<file path="src/rtl/led_pkg.sv">
// Shared types, constants and helpers for the edit distance core.
`timescale 1ns / 1ps

package led_pkg;

    localparam int MAX_LEN = 64;
    localparam int LEN_W   = $clog2(MAX_LEN + 1);
    localparam int ADDR_W  = (MAX_LEN > 1) ? $clog2(MAX_LEN) : 1;
    localparam int SYM_W   = 8;
    localparam int ACT_W   = 2;
    localparam int DIST_W  = 7;

    localparam logic [DIST_W-1:0] DIST_MAX = {DIST_W{1'b1}};

    localparam logic [ACT_W-1:0] ACT_FIRST   = 2'd0;
    localparam logic [ACT_W-1:0] ACT_SECOND  = 2'd1;
    localparam logic [ACT_W-1:0] ACT_COMPUTE = 2'd2;

    // One row of the cost table moving down the chain.
    typedef struct packed {
        logic             valid;
        logic             last;
        logic [SYM_W-1:0] sym;
        logic [LEN_W-1:0] cost;
        logic [LEN_W-1:0] diag;
    } led_link_t;

    // Broadcast control from the sequencer to every cell.
    typedef struct packed {
        logic             init;
        logic             wr_en;
        logic [LEN_W-1:0] wr_pos;
        logic [SYM_W-1:0] wr_sym;
        logic [LEN_W-1:0] n_len;
    } led_ctl_t;

    function automatic logic [DIST_W-1:0] sat_dist(input logic [LEN_W-1:0] v);
        logic [DIST_W-1:0] r;
        if (int'(v) > int'(DIST_MAX)) begin
            r = DIST_MAX;
        end else begin
            r = DIST_W'(v);
        end
        return r;
    endfunction

endpackage

</file>
<file path="src/rtl/led_cell.sv">
// One column cell of the systolic edit distance chain.
`timescale 1ns / 1ps

module led_cell
    import led_pkg::*;
(
    input  logic             aclk,
    input  logic             aresetn,
    input  logic [LEN_W-1:0] cell_idx,
    input  led_ctl_t         ctl,
    input  led_link_t        link_in,
    output led_link_t        link_out
);

    logic [SYM_W-1:0] sym_reg;
    logic [LEN_W-1:0] val_reg;
    logic [LEN_W-1:0] val_next;
    logic [LEN_W-1:0] min_ab;
    logic [LEN_W-1:0] min_abc;
    logic             active;
    led_link_t        out_reg;
    led_link_t        out_next;

    assign active = (cell_idx <= ctl.n_len);

    always_comb begin
        min_ab  = (val_reg < link_in.cost) ? val_reg : link_in.cost;
        min_abc = (min_ab < link_in.diag) ? min_ab : link_in.diag;
        if (link_in.sym == sym_reg) begin
            val_next = link_in.diag;
        end else begin
            val_next = min_abc + LEN_W'(1);
        end
    end

    always_comb begin
        out_next       = link_in;
        out_next.valid = link_in.valid && !ctl.init;
        // Columns past the second string pass the row value straight through.
        if (active) begin
            out_next.cost = val_next;
            out_next.diag = val_reg;
        end
    end

    always_ff @(posedge aclk) begin
        if (ctl.wr_en && (ctl.wr_pos + LEN_W'(1) == cell_idx)) begin
            sym_reg <= ctl.wr_sym;
        end
        if (ctl.init) begin
            val_reg <= cell_idx;
        end else if (link_in.valid && active) begin
            val_reg <= val_next;
        end
        if (!aresetn) begin
            out_reg <= '0;
        end else begin
            out_reg <= out_next;
        end
    end

    assign link_out = out_reg;

endmodule

</file>
<file path="config.mk">
export PLATFORM = sky130hd
export DESIGN_NAME = led_cell
export DESIGN_NICKNAME = d
export VERILOG_FILES = /design/src/rtl/led_pkg.sv /design/src/rtl/led_cell.sv
export SDC_FILE = /design/constraint.sdc
export NUM_CORES = 1
export LEC_CHECK = 0
export ABC_AREA = 1
export CORE_MARGIN = 10
export CORE_UTILIZATION = 26
export CTS_CLUSTER_DIAMETER = 120
export DETAILED_ROUTE_END_ITERATION = 10
export DONT_BUFFER_PORTS = 1
export MAX_ROUTING_LAYER = met4
export PLACE_DENSITY = 0.38
export REMOVE_ABC_BUFFERS = 1
export SYNTH_ARGS = -nofsm -noshare
export SYNTH_HDL_FRONTEND = slang
export SYNTH_SLANG_ARGS = --single-unit
</file>
<file path="constraint.sdc">
create_clock -name aclk -period 9.4 [get_ports aclk]
set_clock_uncertainty 0.05 [all_clocks]
set_input_delay 0.94 -clock aclk [delete_from_list [all_inputs] [get_ports aclk]]
set_output_delay 0.94 -clock aclk [all_outputs]
set_load 0.01 [all_outputs]
</file>
==> metrics.yaml <==
pwr-share-clk: 0.225
max_freq_mhz: 230
synth_common_cells: "nand2_1, inv_1, dfxtp_1"
gp_congestion: 0.795
yosysTopAreaCellShare: 0.191
grt_pass1_wl_um: 12000
cts-root-buf: "clkbuf_8"
placed_area_mm2: 0.00265
status: "complete, no violations"
critPathMaxFanout: 13
fin_area_mm2: 0.00276
yosys.area.top_type: "dfxtp_1"
rsz0062_at_grt: "false"
top_layer: "met4"
ys_seq_area_frac: 0.370
seq_area_um2: 931
fin_tns_setup_ns: 0
grt_pass1_vias: 2179
post_cts_resized: 0
viasPerCell: 4.43
setup_slack_ns: 5.05
maxCapViolCount: 0
largest_register_ffs: 24
p_per_area_mw_per_mm2: 235
dp_slack_ns: 4.75
wl_met1_um: 3340
dieWidth_um: 118
end_kind: "register"
start_util: 0.270
period_share: 0.463
netlist_instances: 330
syn_area_mm2: 0.00252
clkLatencyLatePin_ns: 0.30
p_sw_frac: 0.411
p_seq_frac: 0.356
final_hold_viol_count: 0
wl_met3_um: 499
yosysWarnings: 0
drt_wl_total_um: 7550
layout-drive-gt1-share: 0.0753
htree_levels: 2
synth-async-reset-ratio: 0
post_drt_wl_per_cell_um: 16.4
worstSetupStartpointType: "input port"
ir_drop_uv: 77.8
die_area_mm2: 0.0140
numPortBuffers: 0
drc: 0
worstPathRequired_ns: 9.40
antenna_found_initial: 0
drt-initial-drc-count: 95
grt_max_degree: 25
synth_edf_count: 15
drv_slew: 0
path_clk_slew_ns: 0.09
finalCriticalPeriod_ns: 4.35
ys_seq_elements: 39
cp.arrival_ns: 4.35
cts-buffers-inserted: 5
fp-row-count: 35
p_comb_frac: 0.419
p_switching_uw: 266
nets: 409
ios: 81
syn_area_per_cell_um2: 7.63
worst_pin_slew_ns: 1.02
antenna_left: 0
cts_tree: "built"
synth_ff_type: "dfxtp_1"
worst_r2r_path_depth: 22
antenna_cells: 0
clockBufferDepth: 2
nFillCells: 1048
p_int_uw: 381
cts_setup_buffers: 0
wl_met2_um: 3640
numClockSinks: 39
hp-class: "reg2reg"
synthToLayoutAreaGrowth_pct: 9.49
vias: 2043
cpMaxStageDelayCell: "a211oi_2"
min_path_cells: 2
yosys-top-cells-area: "dfxtp_1, edfxtp_1, nand2_1"
synth.distinct_cells: 32
whs_ns: 0.567
ctsHoldBuffers: 0
dr.pass1.iters: 4
core_area_mm2: 0.00933
dp_hpwl_um: 6250
finalSetupViolations: 0
crit_top_cell: "nand2_1"
slew-limit-headroom: 0.312
path_cells: "inv_1 -> ha_1 -> nand2_1 -> nand2_1 -> a21oi_2 -> nand2_2 -> o21ai_0 -> ha_1 -> a21oi_1 -> nor2_1 -> a211oi_2 -> nand2_4 -> nand2_1 -> nand2_1 -> ha_1 -> inv_1 -> nor2_1 -> nand3_1 -> nand2_1 -> nand3_1 -> nand2_1 -> nand2_1 -> nand2_1"
multi_input_area_mm2: 0.00135
max_stage_delay_ns: 0.49
track_usage: 0.111
die_h_um: 118
p_leak_nw: 1.34
gr-total-overflow: 0
worstSetupPathType: "in2reg"
synth.most_common_cell: "nand2_1"
## area by class of cell
cell class | count | area share
well taps | 129 | 0.0585
multi-input cells | 231 | 0.490
clock buffers | 5 | 0.0250
flip-flops and latches | 39 | 0.338
clock inverters | 3 | 0.0159
inverters | 54 | 0.0735
## worst max-delay path: cells and delay by family
kind	cells	cell delay, ns
AND/OR/NAND/NOR	14	1.27
buffers and inverters	2	0.12
AO/OA/AOI/OAI	4	1.19
adder cells (fa/ha/maj)	3	0.84
## cell families (layout without fill, tap and decap cells)
group / after synthesis / in the layout / synth area share
buffers and inverters: 60 / 62 / 0.0944
XOR/XNOR: 20 / 20 / 0.0695
flip-flops: 39 / 39 / 0.370
AND/OR/NAND/NOR: 143 / 143 / 0.255
AO/OA/AOI/OAI: 47 / 47 / 0.107
adder cells (fa/ha/maj): 21 / 21 / 0.104
## path summary, 6_finish.rpt
check | end | startpoint | slack [ns]
worst max-delay path | val_reg[6]$_DFFE_PP_ | link_in[11] | 5.05
worst max register to register | val_reg[6]$_DFFE_PP_ | val_reg[6]$_DFFE_PP_ | 5.28
worst min-delay path | link_out[0]$_SDFF_PN0_ | val_reg[0]$_DFFE_PP_ | 0.57
worst min register to register | link_out[0]$_SDFF_PN0_ | val_reg[0]$_DFFE_PP_ | 0.57
## layer usage
metal | track usage | vias to the layer above
met5 | - | -
met4 | 0.0221 | 0
met3 | 0.0390 | 7
met2 | 0.181 | 50
met1 | 0.130 | 919
li1 | - | 1067
## power by group through the flow
stage | sequential [mW] | combinational, mW | clock [mW]
6_report | 0.230 | 0.271 | 0.145
5_1_grt | 0.234 | 0.319 | 0.157
4_1_cts | 0.232 | 0.273 | 0.151
3_5_place_dp | 0.235 | 0.272 | 0
3_3_place_gp | 0.236 | 0.271 | 0
2_1_floorplan | 0.226 | 0.216 | 0
## layout by cell type, fill, tap and decap left out, types with 5 or more instances in the layout
cell      count
clkbuf_8      5
edfxtp_1     15
xor2_1       12
ha_1         21
nand2_2       7
a21oi_1      14
xnor2_1       8
nand3_1      23
nand2_1      81
dfxtp_1      24
inv_1        50
nor2_1       17
o21ai_0      21
## through the flow
step / util / total power, mW / instances
finish: 0.296 / 0.647 / 461
floorplan: - / 0.442 / 324
CTS: 0.296 / 0.656 / 461
detailed placement: 0.284 / 0.506 / 453
global placement: 0.284 / 0.508 / 453
global route: 0.296 / 0.711 / 461
Power figures use the tool's default switching activity.
