===== config.mk =====
export PLATFORM = sky130hd
export DESIGN_NAME = led_ctrl
export DESIGN_NICKNAME = d
export VERILOG_FILES = /design/src/rtl/led_pkg.sv /design/src/rtl/led_ctrl.sv
export SDC_FILE = /design/constraint.sdc
export NUM_CORES = 1
export LEC_CHECK = 0
export ABC_AREA = 1
export BUFFER_PORTS_ARGS = -buffer_cell sky130_fd_sc_hd__buf_2
export CORE_MARGIN = 4
export CORE_UTILIZATION = 61
export CTS_BUF_LIST = sky130_fd_sc_hd__clkbuf_8 sky130_fd_sc_hd__clkbuf_16
export CTS_CLUSTER_DIAMETER = 100
export CTS_CLUSTER_SIZE = 40
export DETAILED_ROUTE_END_ITERATION = 8
export PLACE_DENSITY = 0.83
export SYNTH_ARGS = -nofsm -noshare
export SYNTH_HDL_FRONTEND = slang
export SYNTH_SLANG_ARGS = --single-unit

===== constraint.sdc =====
create_clock -name aclk -period 3.37 [get_ports aclk]
set_clock_uncertainty 0.2 [all_clocks]
set_input_delay 0.337 -clock aclk [delete_from_list [all_inputs] [get_ports aclk]]
set_output_delay 0.337 -clock aclk [all_outputs]
set_load 0.05 [all_outputs]

===== src/rtl/led_pkg.sv =====
// Shared types, constants and helpers for the edit distance core.
`timescale 1ns / 1ps

package led_pkg;

    localparam int MAX_LEN = 64;
    localparam int LEN_W   = $clog2(MAX_LEN + 1);
    localparam int ADDR_W  = (MAX_LEN > 1) ? $clog2(MAX_LEN) : 1;
    localparam int SYM_W   = 8;
    localparam int ACT_W   = 2;
    localparam int DIST_W  = 7;

    localparam logic [DIST_W-1:0] DIST_MAX = {DIST_W{1'b1}};

    localparam logic [ACT_W-1:0] ACT_FIRST   = 2'd0;
    localparam logic [ACT_W-1:0] ACT_SECOND  = 2'd1;
    localparam logic [ACT_W-1:0] ACT_COMPUTE = 2'd2;

    // One row of the cost table moving down the chain.
    typedef struct packed {
        logic             valid;
        logic             last;
        logic [SYM_W-1:0] sym;
        logic [LEN_W-1:0] cost;
        logic [LEN_W-1:0] diag;
    } led_link_t;

    // Broadcast control from the sequencer to every cell.
    typedef struct packed {
        logic             init;
        logic             wr_en;
        logic [LEN_W-1:0] wr_pos;
        logic [SYM_W-1:0] wr_sym;
        logic [LEN_W-1:0] n_len;
    } led_ctl_t;

    function automatic logic [DIST_W-1:0] sat_dist(input logic [LEN_W-1:0] v);
        logic [DIST_W-1:0] r;
        if (int'(v) > int'(DIST_MAX)) begin
            r = DIST_MAX;
        end else begin
            r = DIST_W'(v);
        end
        return r;
    endfunction

endpackage


===== src/rtl/led_ctrl.sv =====
// Sequencer: string loading, first string memory, row feed and result register.
`timescale 1ns / 1ps

module led_ctrl
    import led_pkg::*;
(
    input  logic             aclk,
    input  logic             aresetn,
    input  logic             s_tvalid,
    output logic             s_tready,
    input  logic [SYM_W-1:0] s_tdata,
    input  logic [ACT_W-1:0] s_tuser,
    output logic             m_tvalid,
    input  logic             m_tready,
    output logic [7:0]       m_tdata,
    output logic             m_tuser,
    output led_ctl_t         ctl,
    output led_link_t        head,
    input  led_link_t        tail
);

    typedef enum logic [1:0] {ST_IDLE, ST_FEED, ST_DRAIN, ST_DONE} state_t;

    state_t            state_reg;
    logic [LEN_W-1:0]  first_len_reg;
    logic [LEN_W-1:0]  second_len_reg;
    logic              ovf_reg;
    logic [LEN_W-1:0]  row_reg;
    logic [LEN_W-1:0]  row_next;
    logic [SYM_W-1:0]  a_reg;
    logic              feed_valid_reg;
    logic              feed_last_reg;
    logic [LEN_W-1:0]  feed_cost_reg;
    logic [DIST_W-1:0] dist_pend_reg;
    logic              ovf_pend_reg;
    logic              m_tvalid_reg;
    logic [DIST_W-1:0] m_dist_reg;
    logic              m_ovf_reg;
    logic              s_accept;
    logic              app_first;
    logic              app_second;

    logic [SYM_W-1:0]  mem [MAX_LEN];

    assign s_tready   = (state_reg == ST_IDLE);
    assign s_accept   = s_tvalid && s_tready;
    assign app_first  = s_accept && (s_tuser == ACT_FIRST);
    assign app_second = s_accept && (s_tuser == ACT_SECOND);
    assign row_next   = row_reg + LEN_W'(1);

    always_ff @(posedge aclk) begin
        if (app_first && (int'(first_len_reg) < MAX_LEN)) begin
            mem[first_len_reg[ADDR_W-1:0]] <= s_tdata;
        end
        a_reg <= mem[row_reg[ADDR_W-1:0]];
    end

    always_ff @(posedge aclk) begin
        if (!aresetn) begin
            state_reg      <= ST_IDLE;
            first_len_reg  <= '0;
            second_len_reg <= '0;
            ovf_reg        <= 1'b0;
            feed_valid_reg <= 1'b0;
            m_tvalid_reg   <= 1'b0;
        end else begin
            feed_valid_reg <= (state_reg == ST_FEED);
            // Drop the result on handshake unless a new one loads in this cycle.
            if (m_tvalid_reg && m_tready && (state_reg != ST_DONE)) begin
                m_tvalid_reg <= 1'b0;
            end
            case (state_reg)
                ST_IDLE: begin
                    row_reg <= '0;
                    if (app_first) begin
                        if (int'(first_len_reg) < MAX_LEN) begin
                            first_len_reg <= first_len_reg + LEN_W'(1);
                        end else begin
                            ovf_reg <= 1'b1;
                        end
                    end else if (app_second) begin
                        if (int'(second_len_reg) < MAX_LEN) begin
                            second_len_reg <= second_len_reg + LEN_W'(1);
                        end else begin
                            ovf_reg <= 1'b1;
                        end
                    end else if (s_accept && (s_tuser == ACT_COMPUTE)) begin
                        if (first_len_reg == '0) begin
                            // Empty first string: the distance is the other length.
                            dist_pend_reg  <= sat_dist(second_len_reg);
                            ovf_pend_reg   <= ovf_reg;
                            first_len_reg  <= '0;
                            second_len_reg <= '0;
                            ovf_reg        <= 1'b0;
                            state_reg      <= ST_DONE;
                        end else begin
                            state_reg <= ST_FEED;
                        end
                    end
                end
                ST_FEED: begin
                    feed_cost_reg  <= row_next;
                    feed_last_reg  <= (row_next == first_len_reg);
                    row_reg        <= row_next;
                    if (row_next == first_len_reg) begin
                        state_reg <= ST_DRAIN;
                    end
                end
                ST_DRAIN: begin
                    // Wait for the last row to leave the final cell.
                    if (tail.valid && tail.last) begin
                        dist_pend_reg  <= sat_dist(tail.cost);
                        ovf_pend_reg   <= ovf_reg;
                        first_len_reg  <= '0;
                        second_len_reg <= '0;
                        ovf_reg        <= 1'b0;
                        state_reg      <= ST_DONE;
                    end
                end
                ST_DONE: begin
                    if (!m_tvalid_reg || m_tready) begin
                        m_tvalid_reg <= 1'b1;
                        m_dist_reg   <= dist_pend_reg;
                        m_ovf_reg    <= ovf_pend_reg;
                        state_reg    <= ST_IDLE;
                    end
                end
                default: begin
                    state_reg <= ST_IDLE;
                end
            endcase
        end
    end

    assign ctl.init   = s_accept && (s_tuser == ACT_COMPUTE);
    assign ctl.wr_en  = app_second && (int'(second_len_reg) < MAX_LEN);
    assign ctl.wr_pos = second_len_reg;
    assign ctl.wr_sym = s_tdata;
    assign ctl.n_len  = second_len_reg;

    assign head.valid = feed_valid_reg;
    assign head.last  = feed_last_reg;
    assign head.sym   = a_reg;
    assign head.cost  = feed_cost_reg;
    assign head.diag  = feed_cost_reg - LEN_W'(1);

    assign m_tvalid = m_tvalid_reg;
    assign m_tdata  = {{(8 - DIST_W){1'b0}}, m_dist_reg};
    assign m_tuser  = m_ovf_reg;

endmodule


==> metrics.md <==
| Metric | Value |
|---|---|
| Status | `finished with violations` |
| Failing checks | `negative hold slack` |
| Slew Limit Headroom | `50.5%` |
| Wire length per cell | `roughly 22 um` |
| Die area | `41200 sq um` |
| Post-Syn Nets | `1953` |
| Register area | `16800 sq um` |
| Post-synthesis async set-or-reset flop share | `0%` |
| Global placement routability congestion | `0.940` |
| Height of the die | `203 um` |
| Clock latency on the worst-skew pair | `0.57 ns` |
| Core ar. | `37600 sq um` |
| Final cell count without fillers | `between 2000 and 3000` |
| Top post-synthesis cells by area | `edfxtp_1 (70%), nor2_1 (6.7%), o21ai_0 (5.3%), nand2_1 (2.5%), dfxtp_1 (2.3%)` |
| Final Util | `66.9%` |
| FMAX | `0.317 GHz` |
| Area after DPL | `between 20000 and 25000 sq um` |
| Pin count of the biggest net entering global routing | `~150` |
| First-pass GRT wire length | `86800 um` |
| Hold Path Origin | `s_tdata[1]` |
| Syn Inst Count | `1905` |
| Final wirelength | `about 56000 um` |
| Pwr Total | `0.0162 W` |
| Count leader, synth | `edfxtp_1` |
| All-Layer GR Usage | `27.0%` |
| Leakage | `between 8 and 9 nW` |
| Setup violations, final | `0` |
| # nets final | `2034` |
| Leading area contributor after synthesis | `edfxtp_1` |
| Slew Viols, Final | `0` |
| Deepest clock path buffer count | `3` |
| VDD IR-drop max | `0.000531 V` |
| CP most frequent cell | `inv_1` |
| Fin area | `around 25000 sq um` |
| Seq cells post-synth | `570` |
| RSZ-0062 raised after global routing | `no` |
| Antenna violations before repair | `0` |
| Initial Util | `61.8%` |
| Worst setup EP type | `flop` |
| Vias in the first global route | `roughly 15000` |
| Hold Path Class | `input port to flop` |
| Cell Chain, Critical Path | `inv_1 > ha_1 > nand2_1 > nor3_2 > inv_2 > nor2_2 > inv_1 > nor2_4 > nand3_2 > nor2_1` |
| Fin Hold WS | `-0.0145 ns` |
| ANT nets after route | `0` |
| Top cells by count, synth | `edfxtp_1 (543), nor2_1 (415), o21ai_0 (246), nand2_1 (157), clkbuf_1 (70)` |
| Root Buffer | `clkbuf_16` |
| Setup_tns | `0 ns` |
| Clock Sinks | `570` |
| Count of cell types in the netlist | `37` |
| Multi-input gate area | `about 5500 sq um` |
| Share of layout cells above drive strength 1 | `11.5%` |
| DRC viols | `0` |
| Inserted Clock Buffers | `18` |
| Power Density | `645 nW/um^2` |
| Port bufs | `80` |
| Final period utilization | `93.6%` |
| DPL Wire Length | `between 30000 and 40000 um` |
| TritonCTS clock tree | `built` |
| Synth-to-Final Area Change | `8.36%` |
| Number of buffers and inverters on the critical path | `3` |
| Placed insts | `2467` |
| Req. time, crit path | `between 3 and 4 ns` |
| Pin slew with the least headroom to its limit | `0.742 ns` |
| Max FFs per register | `512` |
| H-tree Lvls | `1` |
| Layout fillers | `2519` |
| Syn Std Cell Area | `23200 sq um` |
| Final Hold Viols | `3` |
| CP Launch Type | `flop` |
| Critical path class | `flop to flop` |
| Sequential element share of the synthesized area | `72.6%` |
| Yosys top cell area share | `70.3%` |
| Total gr overflow | `0` |
| EDFF count, synth | `543` |
| Ys flop type | `edfxtp_1` |
| CP max FO | `8` |
| RR Startpoint | `state_reg[1]` |
| # rows | `71` |
| Min Tclk post-route | `roughly 3.2 ns` |
| Die Wd | `203 um` |
| ANT cells | `0` |
| Max cap viols | `0` |
| Synth warn | `0` |
| Largest delay share family, worst path | `simple AND/OR/NAND/NOR gates` |
| Max incr delay on CP | `0.62 ns` |
| Mean Syn Cell Area | `between 10 and 15 sq um` |
| Via count | `15800` |
| IO Pins | `between 90 and 100` |
| CP Launch Point | `state_reg[1]` |
| DR iter-0 viols | `2346` |
| Clock slew at reported path FFs | `0.14 ns` |
| Pre-Repair DR Iteration Count | `7` |
| Via/cell ratio | `6.29` |
| CP max stage cell | `nor2_1` |
| Critical path arrival | `3.17 ns` |
## layout by cell type (no fill, tap or decap), types with 2 or more instances in the layout
master,synthesis,layout
o211ai_1,57,57
clkbuf_16,0,19
nand4_1,31,31
ha_1,10,10
buf_12,0,11
edfxtp_1,543,543
xnor2_1,3,3
o221ai_1,7,7
nor3_1,13,13
xor2_1,3,3
a21oi_1,24,24
clkinv_1,3,3
nand2_2,3,3
buf_2,31,80
buf_4,21,91
nor2_2,6,8
inv_2,5,4
nor2_1,415,413
nand3_1,67,67
nand2_1,157,157
inv_1,48,58
o22ai_1,66,66
o21ai_0,246,246
o21ai_1,25,25
dfxtp_1,27,27
inv_6,0,2
dlygate4sd3_1,0,10
nand3_2,7,7
## logic make-up after synthesis
family | share of synthesized area, %
other | 0.0162
adder cells (fa/ha/maj) | 0.539
AND/OR/NAND/NOR | 12.5
buffers and inverters | 3.76
flip-flops | 72.6
XOR/XNOR | 0.226
AO/OA/AOI/OAI | 10.4
## metal layers
metal	routed length (um)	global-route usage, %	vias to the layer above
met2	26900	43.7	1040
met4	2850	11.9	0
met3	6240	4.39	210
li1	-	-	6996
met5	0	0	-
met1	20400	36.9	7538
## final timing paths
path              endpoint  slack [ns]  cells past startpoint
min             mem[49][1]       -0.01                      1
min reg2reg  m_dist_reg[4]        0.25                      0
max reg2reg     mem[38][4]        0.21                     10
max             mem[38][4]        0.21                     10
## power by group
| part | total, W | internal [W] | leakage (nW) | switching (W) |
|---|---|---|---|---|
| Sequential | 0.00808 | 0.00795 | 5.11 | 0.000128 |
| Clock | 0.00305 | 0.00107 | 0.302 | 0.00198 |
| Combinational | 0.00508 | 0.00138 | 2.98 | 0.00371 |
| Total | 0.0162 | 0.0104 | 8.40 | 0.00581 |
## stage by stage
| stage | hold slack, ns | worst slack [ns] |
|---|---|---|
| floorplan | 0.200 | 0.0795 |
| global placement | 0.205 | 0.440 |
| detailed placement | 0.206 | 0.290 |
| CTS | 0.00792 | 0.281 |
| global route | 0.00481 | 0.0114 |
| finish | -0.0145 | 0.215 |
## what timing repair did
item,CTS,global route
setup buffers,0,0
endpoints found under the setup margin,0,8
hold endpoints to repair,23,0
gates resized for setup,0,1
hold buffers,10,0
## cell type report
| class | count | area share, % |
|---|---|---|
| clock buffer | 19 | 1.89 |
| clock inverter | 13 | 0.294 |
| inverter | 56 | 0.856 |
| multi-input combinational | 1148 | 21.8 |
| sequential | 570 | 67.0 |
| tap | 511 | 2.54 |
| timing repair buffer | 192 | 5.58 |
Note: power is estimated with default switching activity, not from simulation.
